==> config.mk <==
export PLATFORM = sky130hd
export DESIGN_NAME = kab_ctrl
export DESIGN_NICKNAME = d
export VERILOG_FILES = /design/src/hw/rtl/kab_pkg.sv /design/src/hw/rtl/kab_ctrl.sv
export SDC_FILE = /design/constraint.sdc
export NUM_CORES = 1
export LEC_CHECK = 0
export BUFFER_PORTS_ARGS = -buffer_cell sky130_fd_sc_hd__buf_4
export CELL_PAD_IN_SITES_DETAIL_PLACEMENT = 0
export CELL_PAD_IN_SITES_GLOBAL_PLACEMENT = 1
export CORE_MARGIN = 4
export CORE_UTILIZATION = 41
export CTS_CLUSTER_DIAMETER = 40
export CTS_CLUSTER_SIZE = 8
export DETAILED_ROUTE_END_ITERATION = 6
export GPL_ROUTABILITY_DRIVEN = 0
export HOLD_SLACK_MARGIN = 0.06
export PLACE_DENSITY_LB_ADDON = 0.1
export SYNTH_ARGS = -nofsm -noshare
export SYNTH_HDL_FRONTEND = slang
export SYNTH_SLANG_ARGS = --single-unit
export TNS_END_PERCENT = 10
==> constraint.sdc <==
create_clock -name clk -period 2.2 [get_ports clk]
set_input_delay 0.22 -clock clk [delete_from_list [all_inputs] [get_ports clk]]
set_output_delay 0.22 -clock clk [all_outputs]
set_load 0.02 [all_outputs]
==> src/hw/rtl/kab_pkg.sv <==
`timescale 1ns / 1ps
`default_nettype none
package kab_pkg;
  localparam int FRAC = 24;

  // datapath operations issued by the controller
  localparam logic [4:0] OP_NONE   = 5'd0;
  localparam logic [4:0] OP_ANG    = 5'd1;
  localparam logic [4:0] OP_P00    = 5'd2;
  localparam logic [4:0] OP_DP11   = 5'd3;
  localparam logic [4:0] OP_P11    = 5'd4;
  localparam logic [4:0] OP_S      = 5'd5;
  localparam logic [4:0] OP_K0DIV  = 5'd6;
  localparam logic [4:0] OP_K1DIV  = 5'd7;
  localparam logic [4:0] OP_ANGC   = 5'd8;
  localparam logic [4:0] OP_BIASC  = 5'd9;
  localparam logic [4:0] OP_C00    = 5'd10;
  localparam logic [4:0] OP_C01    = 5'd11;
  localparam logic [4:0] OP_C10    = 5'd12;
  localparam logic [4:0] OP_C11    = 5'd13;
  localparam logic [4:0] OP_COMMIT = 5'd14;
  localparam logic [4:0] OP_LOAD   = 5'd15;
  localparam logic [4:0] OP_QDT    = 5'd16;

  localparam logic [1:0] REG_DT = 2'd0;
  localparam logic [1:0] REG_QA = 2'd1;
  localparam logic [1:0] REG_QB = 2'd2;
  localparam logic [1:0] REG_RM = 2'd3;

  typedef struct packed {
    logic [4:0] op;
  } cmd_t;

  typedef struct packed {
    logic div_busy;
  } status_t;

  function automatic logic signed [31:0] sat32(input logic signed [71:0] v);
    if (v > 72'sd2147483647) return 32'sh7fffffff;
    if (v < -72'sd2147483648) return 32'sh80000000;
    return v[31:0];
  endfunction

  // round half up, shift by FRAC
  function automatic logic signed [71:0] rnd(input logic signed [71:0] x);
    logic signed [71:0] t;
    t = x + (72'sd1 <<< (FRAC - 1));
    return t >>> FRAC;
  endfunction
endpackage
`default_nettype wire

==> src/hw/rtl/kab_ctrl.sv <==
`timescale 1ns / 1ps
`default_nettype none
module kab_ctrl (
  input  wire logic             clk,
  input  wire logic             rst,
  input  wire logic             in_fire,
  output logic                  in_rdy,
  output logic                  out_vld,
  input  wire logic             out_rdy,
  input  wire kab_pkg::status_t status,
  output kab_pkg::cmd_t         cmd
);
  localparam logic [3:0] S_IDLE = 4'd0, S_ANG = 4'd1, S_QDT = 4'd2, S_P00 = 4'd3,
    S_DP11 = 4'd4, S_P11 = 4'd5, S_S = 4'd6, S_D0 = 4'd7, S_W0 = 4'd8, S_D1 = 4'd9,
    S_W1 = 4'd10, S_ANGC = 4'd11, S_REST = 4'd12, S_COMMIT = 4'd13;
  logic [3:0] state, state_next;
  logic [2:0] step, step_next;
  logic       pend, pend_next;

  assign in_rdy = (state == S_IDLE) && (!out_vld || out_rdy);
  assign out_vld = pend;

  always_comb begin
    state_next = state;
    step_next = step;
    pend_next = pend && !out_rdy;
    cmd.op = kab_pkg::OP_NONE;
    case (state)
      S_IDLE: if (in_fire) begin cmd.op = kab_pkg::OP_LOAD; state_next = S_ANG; end
      S_ANG:  begin cmd.op = kab_pkg::OP_ANG; state_next = S_QDT; end
      S_QDT:  begin cmd.op = kab_pkg::OP_QDT; state_next = S_P00; end
      S_P00:  begin cmd.op = kab_pkg::OP_P00; state_next = S_DP11; end
      S_DP11: begin cmd.op = kab_pkg::OP_DP11; state_next = S_P11; end
      S_P11:  begin cmd.op = kab_pkg::OP_P11; state_next = S_S; end
      S_S:    begin cmd.op = kab_pkg::OP_S; state_next = S_D0; end
      S_D0:   begin cmd.op = kab_pkg::OP_K0DIV; state_next = S_W0; end
      S_W0:   if (!status.div_busy) state_next = S_D1;
      // K1 divide starts while K0 is captured
      S_D1:   begin cmd.op = kab_pkg::OP_K1DIV; state_next = S_W1; end
      S_W1:   if (!status.div_busy) state_next = S_ANGC;
      S_ANGC: begin cmd.op = kab_pkg::OP_ANGC; state_next = S_REST; step_next = '0; end
      S_REST: begin
        case (step)
          3'd0: cmd.op = kab_pkg::OP_BIASC;
          3'd1: cmd.op = kab_pkg::OP_C00;
          3'd2: cmd.op = kab_pkg::OP_C01;
          3'd3: cmd.op = kab_pkg::OP_C10;
          default: cmd.op = kab_pkg::OP_C11;
        endcase
        step_next = step + 3'd1;
        if (step == 3'd4) state_next = S_COMMIT;
      end
      S_COMMIT: begin cmd.op = kab_pkg::OP_COMMIT; pend_next = 1'b1; state_next = S_IDLE; end
      default: state_next = S_IDLE;
    endcase
  end

  always_ff @(posedge clk) begin
    if (rst) begin
      state <= S_IDLE;
      step <= '0;
      pend <= 1'b0;
    end else begin
      state <= state_next;
      step <= step_next;
      pend <= pend_next;
    end
  end
endmodule
`default_nettype wire

==> results of run 1 <==
[cell usage in the layout (no fill, tap or decap), types with 2 or more instances in the layout]
cell      instances
a211oi_1          3
a21oi_1           9
a31o_2            3
a31oi_1           2
buf_4            12
clkbuf_4          3
dfxtp_1           8
ha_1              5
inv_1             6
nand2_1           4
nand3_1           3
nor2_1            3
nor3_1            3
o21ai_0           3
o221ai_1          2
[per-stage QoR]
stage | power, W | cell area (µm²)
floorplan | 0.000270 | 653
global placement | 0.000310 | 712
detailed placement | 0.000308 | 712
CTS | 0.000421 | 734
global route | 0.000444 | 734
finish | 0.000417 | 734
[power groups by stage]
stage,Combinational (W),Clock [W],Sequential [W]
4_1_cts,0.000132,0.000116,0.000174
6_report,0.000131,0.000111,0.000175
3_3_place_gp,0.000132,0,0.000178
3_5_place_dp,0.000131,0,0.000177
2_1_floorplan,0.000111,0,0.000159
5_1_grt,0.000145,0.000121,0.000179
[logic make-up (layout without fill, tap and decap cells)]
kind of cell | count (synthesis) | after routing | synth area share
buf+inv | 13 | 21 | 0.113
flops | 8 | 8 | 0.245
compound gates | 26 | 26 | 0.264
simple gates | 29 | 29 | 0.268
fa+ha+maj | 5 | 5 | 0.0958
xor+xnor | 1 | 1 | 0.0134
[area by class of cell]
cell class | instances | area [µm²] | share of cell area
Multi-Input combinational cell | 61 | 419 | 0.571
Sequential cell | 8 | 160 | 0.218
Timing Repair Buffer | 12 | 90.1 | 0.123
Clock buffer | 3 | 22.5 | 0.0307
Inverter | 6 | 22.5 | 0.0307
Tap cell | 16 | 20.0 | 0.0273
[routing by layer]
metal	up-vias	share of wire
met4	0	0.0070
li1	315	-
met3	2	0.039
met5	-	0
met2	8	0.47
met1	277	0.48
[state kept, by name (all words and copies together), names as in the netlist]
name,cells
step,3
state,4
out_vld,1
[worst max path at each step]
stage	endpoint	slack [ns]	cells after the start
after floorplan	cmd[1]	0.41	5
after global placement	cmd[2]	0.49	6
after detailed placement	cmd[2]	0.48	6
after CTS	cmd[2]	0.20	6
after global routing	cmd[0]	0.08	4
final	cmd[2]	0.22	6
==> impl_metrics.yaml, run 1 <==
grt:
  grt_busiest_layer: "met2"
  met2_usage: 0.245
  grt_max_degree: 18
  grt_pass1_wl_um: 2430
  grt_use_met1: 0.193
  antenna_found_initial: 0
  grt_use_total: 0.152
  first_global_vias: 538
  overflow: 0
  grtUsageMet3: 0.0677
synth:
  syn-num-nets: 92
  synth.area.top_cells: "dfxtp_1, ha_1, a21oi_1, a31o_2, a211oi_1"
  ys_async_sr_fraction: 0
  synth.avg_cell_area_um2: 7.96
  synth_edf_count: 0
  ys_types: 38
  synth_common_cells: "a21oi_1, dfxtp_1, inv_1"
  synth_ff_type: "dfxtp_1"
  synth.most_common_cell: "a21oi_1"
  ys_ff_latch: 8
  yosys.area.top_type: "dfxtp_1"
  syn_area_um2: 653
  yosysTopAreaCellShare: 0.245
  synthCells: 82
  synth_warnings: 0
  yosysSeqAreaShare: 0.245
layout:
  layout-drive-gt1-share: 0.267
  final_util: 0.488
  fillCellCount: 157
  area_growth_pct: 12.5
  diodes: 0
  fin_nets: 102
  stdcell_count: 106
cts:
  cts.reportedPaths.clkPinSlew_ns: 0.05
  clock_sinks: 8
  cts_resized: 0
  numCtsBuffers: 3
  cts_tree: "built"
  clock-root-buffer: "clkbuf_4"
  hold_buffers: 0
  htree_num_levels: 1
  postCtsSetupBuffers: 0
  insertion_delay_ns: 0.25
  cts_max_path_buffers: 2
critical_path:
  cp_slowest_cell: "dfxtp_1"
  path_delay_family: "adder cells"
  cp.arrival_ns: 1.76
  reg2regPathDepth: 4
  worstReg2RegEnd: "step[0]"
  cp-end-kind: "output pin"
  rrSetupSlack_ns: 0.72
  path_cells: "ha_1, ha_1, or3_1, o221ai_1, o221ai_1, buf_4"
  cp-startpoint: "step[0]"
  crit_path_max_fanout: 5
  slowest_delay_ns: 0.34
  worstReg2RegStart: "state[2]"
  path_buf_inv: 1
  start_kind: "flop"
  worstPathRequired_ns: 1.98
  critPathKind: "reg2out"
sta:
  max_clock_freq_mhz: 505
  rsz0062_at_grt: "false"
  fin_setup_tns_ns: 0
  fin_crit_sh: 0.901
  finClkSkew_ns: 0.00477
  worstMarginPinSlew_ns: 0.551
  hold_ws_ns: 0.191
  max_slew_margin: 0.632
  timing.final.ws_setup_ns: 0.219
  finalSetupViolCount: 0
  hold_viol: 0
  slew_violations: 0
  post-route-min-period_ns: 1.98
power_and_ir_drop:
  irDropWorstVdd_v: 0.000350
  powerDensity_nw_per_um2: 567
  p_leak_nw: 0.280
  pwr-share-seq: 0.419
  intPower_w: 0.000276
  power.switching_w: 0.000141
  p_sw_frac: 0.339
  p_clk_frac: 0.267
  p_comb_frac: 0.314
routing:
  drc_errors: 0
  wire_per_inst_um: 13.4
  drtPass1Iterations: 4
  vias: 602
  final_antenna_net_count: 0
  routed_wl_um: 1420
  drt-initial-drc-count: 15
  viasPerCell: 5.68
placement:
  placed_cells: 103
  pre_cts_slack_ns: 0.483
  hpwl_um: 1010
  port_buffers: 11
floorplanning:
  io_pins: 12
  chipWidth_um: 47.9
  die_area_um2: 2300
  die_h_um: 47.9
  rows: 14
  start_util: 0.434
  coreArea_um2: 1510
hold_path:
  hold_class: "in2reg"
  min_delay_worst_endpoint: "state[2]"
  hold_depth: 2
  min-delay-start: "rst"
status:
  outcome: "finished, final reports clean"
run:
  drv_cap: 0
Power figures use the tool's default switching activity.
==> run 2: changes to the inputs <==
Settings changed: CORE_UTILIZATION 41 to 35.
==> run 2 against run 1 <==
Compared with the run above: maximum frequency decreased by 0.65%; cell count increased by 9.4%; clock skew down 0.0045 ns; clock-buffer cell count stayed put; critical path depth did not move; sequential cell count stayed put; largest cell class unchanged; worst setup slack worse by 0.013 ns.
==> impl_metrics.yaml, run 2 (same netlist as run 1, synthesis figures left out) <==
routing:
  drtPass1Iterations: 4
  drt-initial-drc-count: 20
  final_antenna_net_count: 0
  viasPerCell: 5.44
  drc_errors: 0
  wire_per_inst_um: 13.0
  routed_wl_um: 1510
  vias: 631
power_and_ir_drop:
  p_comb_frac: 0.315
  power.switching_w: 0.000140
  powerDensity_nw_per_um2: 552
  intPower_w: 0.000276
  p_leak_nw: 0.285
  p_clk_frac: 0.264
  irDropWorstVdd_v: 0.000503
  p_sw_frac: 0.337
  pwr-share-seq: 0.421
sta:
  hold_ws_ns: 0.196
  worstMarginPinSlew_ns: 0.560
  slew_violations: 0
  hold_viol: 0
  post-route-min-period_ns: 1.99
  max_clock_freq_mhz: 501
  finalSetupViolCount: 0
  fin_setup_tns_ns: 0
  max_slew_margin: 0.626
  finClkSkew_ns: 0.000308
  rsz0062_at_grt: "false"
  fin_crit_sh: 0.906
  timing.final.ws_setup_ns: 0.206
cts:
  cts_tree: "built"
  hold_buffers: 0
  htree_num_levels: 1
  cts_max_path_buffers: 2
  insertion_delay_ns: 0.25
  postCtsSetupBuffers: 0
  clock-root-buffer: "clkbuf_4"
  clock_sinks: 8
  cts.reportedPaths.clkPinSlew_ns: 0.05
  numCtsBuffers: 3
  cts_resized: 0
floorplanning:
  rows: 15
  start_util: 0.374
  chipWidth_um: 51.2
  coreArea_um2: 1750
  die_area_um2: 2620
  io_pins: 12
  die_h_um: 51.2
layout:
  stdcell_count: 116
  area_growth_pct: 15.3
  fin_nets: 103
  largest_reg_flops: 4
  layout_commonest_cell: "buf_4"
  diodes: 0
  regMostFlops: "state"
  mostFrequentLayoutCells: "buf_4, a21oi_1, dfxtp_1"
  layout-drive-gt1-share: 0.275
  final_util: 0.432
grt:
  grt_max_degree: 18
  overflow: 0
  grt_use_total: 0.128
  grt_pass1_wl_um: 2570
  first_global_vias: 549
  antenna_found_initial: 0
critical_path:
  cp-end-kind: "output pin"
  cp.arrival_ns: 1.77
  worstPathRequired_ns: 1.98
  start_kind: "flop"
  critPathKind: "reg2out"
  crit_path_max_fanout: 5
placement:
  pre_cts_slack_ns: 0.461
  hpwl_um: 1110
  placed_cells: 113
  port_buffers: 11
hold_path:
  hold_class: "in2reg"
status:
  outcome: "finished, final reports clean"
run:
  drv_cap: 0
[run 2: cell count changes in the layout (fill, tap and decap cells not counted), sizes merged]
cell,previous run,this run
buf,12,13
[run 2: cell type report]
class,instances,area (µm²)
Clock buffer,3,22.5
Fill cell,189,992
Inverter,6,22.5
Multi-Input combinational cell,61,419
Sequential cell,8,160
Tap cell,25,31.3
Timing Repair Buffer,13,97.6
[run 2: through the flow]
| step | total power [W] | instance area [µm²] |
|---|---|---|
| final | 0.000416 | 753 |
| after global routing | 0.000442 | 753 |
| after CTS | 0.000418 | 753 |
| after detailed placement | 0.000308 | 731 |
| after global placement | 0.000310 | 731 |
| after floorplan | 0.000270 | 653 |
[run 2: routing by layer]
| layer | GRT usage | vias to the layer above | share of wire |
|---|---|---|---|
| met2 | 0.195 | 8 | 0.48 |
| met4 | 0.0135 | 0 | 0 |
| met1 | 0.172 | 303 | 0.49 |
| met5 | 0 | - | 0 |
| met3 | 0.0525 | 0 | 0.032 |
| li1 | - | 320 | - |
[run 2: critical path, stage by stage, from the launching register on]
cell	delay, ns
dfxtp_1	0.34
ha_1	0.21
ha_1	0.19
or3_1	0.30
o221ai_1	0.15
o221ai_1	0.15
buf_4	0.19
[run 2: final timing paths]
kind / end / startpoint / slack (ns) / cells past startpoint
max: cmd[2] / step[0] / 0.21 / 6
min: state[2] / rst / 0.20 / 2
max reg2reg: step[0] / state[0] / 0.70 / 3
min reg2reg: out_vld / out_vld / 0.49 / 2
[run 2: power by group through the flow]
| stage | Combinational [W] | Sequential, W | Clock [W] |
|---|---|---|---|
| floorplan | 0.000111 | 0.000159 | 0 |
| finish | 0.000131 | 0.000175 | 0.000110 |
| detailed placement | 0.000132 | 0.000177 | 0 |
| global route | 0.000142 | 0.000177 | 0.000123 |
| CTS | 0.000132 | 0.000174 | 0.000111 |
| global placement | 0.000133 | 0.000177 | 0 |
==> run 3: changes to the inputs <==
Clock period 2.2 ns to 1.9 ns, I/O delays scaled along.
==> run 3 against run 2 <==
Compared with the run above: critical endpoint unchanged; core utilization increased by 3.0 points; critical path type unchanged; non-clock buffer count grew 4; largest power group unchanged; clock power up 20%; largest cell class unchanged; register-to-register slack lost 0.18 ns; combinational power is 29% higher; sequential power grew 14%; critical path depth is the same; die area stayed put; sequential cell count did not move; cell count is 3.4% higher; total power rose by 20%.
==> impl_metrics.yaml, run 3 (same netlist as run 1, synthesis figures left out) <==
critical_path:
  crit_path_max_fanout: 4
  worstReg2RegStart: "state[1]"
  start_kind: "flop"
  cp-end-kind: "output pin"
  critPathKind: "reg2out"
  worstPathRequired_ns: 1.71
  cp.arrival_ns: 1.69
  cp-startpoint: "step[0]"
layout:
  layout_commonest_cell: "buf_4"
  regMostFlops: "state"
  area_growth_pct: 23.4
  fin_nets: 107
  diodes: 0
  stdcell_count: 120
  mostFrequentLayoutCells: "buf_4, a21oi_1, inv_1"
  layout-drive-gt1-share: 0.389
  largest_reg_flops: 4
  final_util: 0.462
  fillCellCount: 189
sta:
  max_clock_freq_mhz: 532
  rsz0062_at_grt: "true"
  fin_crit_sh: 0.989
  worstMarginPinSlew_ns: 0.435
  timing.final.ws_setup_ns: 0.0203
  hold_viol: 0
  hold_ws_ns: 0.156
  post-route-min-period_ns: 1.88
  finClkSkew_ns: 0.00173
  slew_violations: 0
  max_slew_margin: 0.710
  finalSetupViolCount: 0
floorplanning:
  die_area_um2: 2620
  die_h_um: 51.2
  start_util: 0.374
  coreArea_um2: 1750
  io_pins: 12
  chipWidth_um: 51.2
  rows: 15
power_and_ir_drop:
  p_leak_nw: 0.305
  irDropWorstVdd_v: 0.000433
  powerDensity_nw_per_um2: 620
  total_power_w: 0.000499
routing:
  drc_errors: 0
  routed_wl_um: 1510
  final_antenna_net_count: 0
  viasPerCell: 5.25
  wire_per_inst_um: 12.6
  drt-initial-drc-count: 4
  drtPass1Iterations: 4
  vias: 630
cts:
  cts.reportedPaths.clkPinSlew_ns: 0.05
  cts_max_path_buffers: 2
  hold_buffers: 0
  numCtsBuffers: 3
  cts_tree: "built"
  clock_sinks: 8
  insertion_delay_ns: 0.26
  htree_num_levels: 1
  clock-root-buffer: "clkbuf_4"
hold_path:
  hold_class: "in2reg"
  min-delay-start: "rst"
grt:
  overflow: 0
  grt_max_degree: 18
  grt_pass1_wl_um: 2670
  antenna_found_initial: 0
  grt_use_total: 0.136
  first_global_vias: 600
placement:
  placed_cells: 116
  port_buffers: 11
  pre_cts_slack_ns: 0.210
  hpwl_um: 1100
status:
  outcome: "finished, final reports clean"
run:
  drv_cap: 0
[run 3: cell types whose count changed in the layout (fill, tap and decap cells not counted)]
cell      previous run  this run
ha_1                 5         3
o221ai_1             2         0
buf_4               13        17
dfxtp_1              8         4
o311ai_0             1         0
ha_2                 0         2
o221ai_2             0         2
o311ai_1             0         1
dfxtp_2              0         4
[run 3: per-stage QoR]
stage	setup TNS, ns	instance area (µm²)
after floorplan	0	653
after detailed placement	0	753
final	0	806
after global placement	0	753
after global routing	-0.112	806
after CTS	-0.00950	792
[run 3: final cells by class]
class                   instances  area (µm²)  area share
repair buffers                 17         128       0.158
well taps                      25        31.3      0.0388
inverters                       6        22.5      0.0280
flip-flops and latches          8         165       0.205
clock buffers                   3        22.5      0.0280
multi-input cells              61         437       0.542
[run 3: path summary, 6_finish.rpt]
| check | to | slack (ns) | depth (start not counted) |
|---|---|---|---|
| hold reg to reg | out_vld | 0.49 | 2 |
| hold / removal | state[2] | 0.16 | 2 |
| setup reg to reg | state[0] | 0.52 | 4 |
| setup / recovery | cmd[2] | 0.02 | 6 |
[run 3: critical path: stages (launching register included)]
cell and delay (ns):
dfxtp_2 0.33, ha_2 0.17, ha_2 0.16, or3_1 0.32, o221ai_2 0.15, o221ai_2 0.12, buf_4 0.17
[run 3: where the power goes]
| part | switching (W) | internal (W) | total (W) |
|---|---|---|---|
| clock network | 0.0000592 | 0.0000724 | 0.000132 |
| registers | 0.0000239 | 0.000175 | 0.000199 |
| logic | 0.0000877 | 0.0000809 | 0.000169 |
| total | 0.000171 | 0.000329 | 0.000499 |
[run 3: repair_timing]
action / 4_1_cts / 5_1_grt
buffers inserted: 1 / 0
pin swaps: 2 / 2
setup endpoints to repair: 3 / 4
resized for setup: 5 / 4
[run 3: metal layers]
layer / track usage / up-vias / part of all wire
li1: - / 328 / -
met1: 0.170 / 289 / 0.47
met2: 0.212 / 7 / 0.47
met3: 0.0525 / 6 / 0.040
met4: 0.0404 / 0 / 0.013
met5: 0 / - / 0
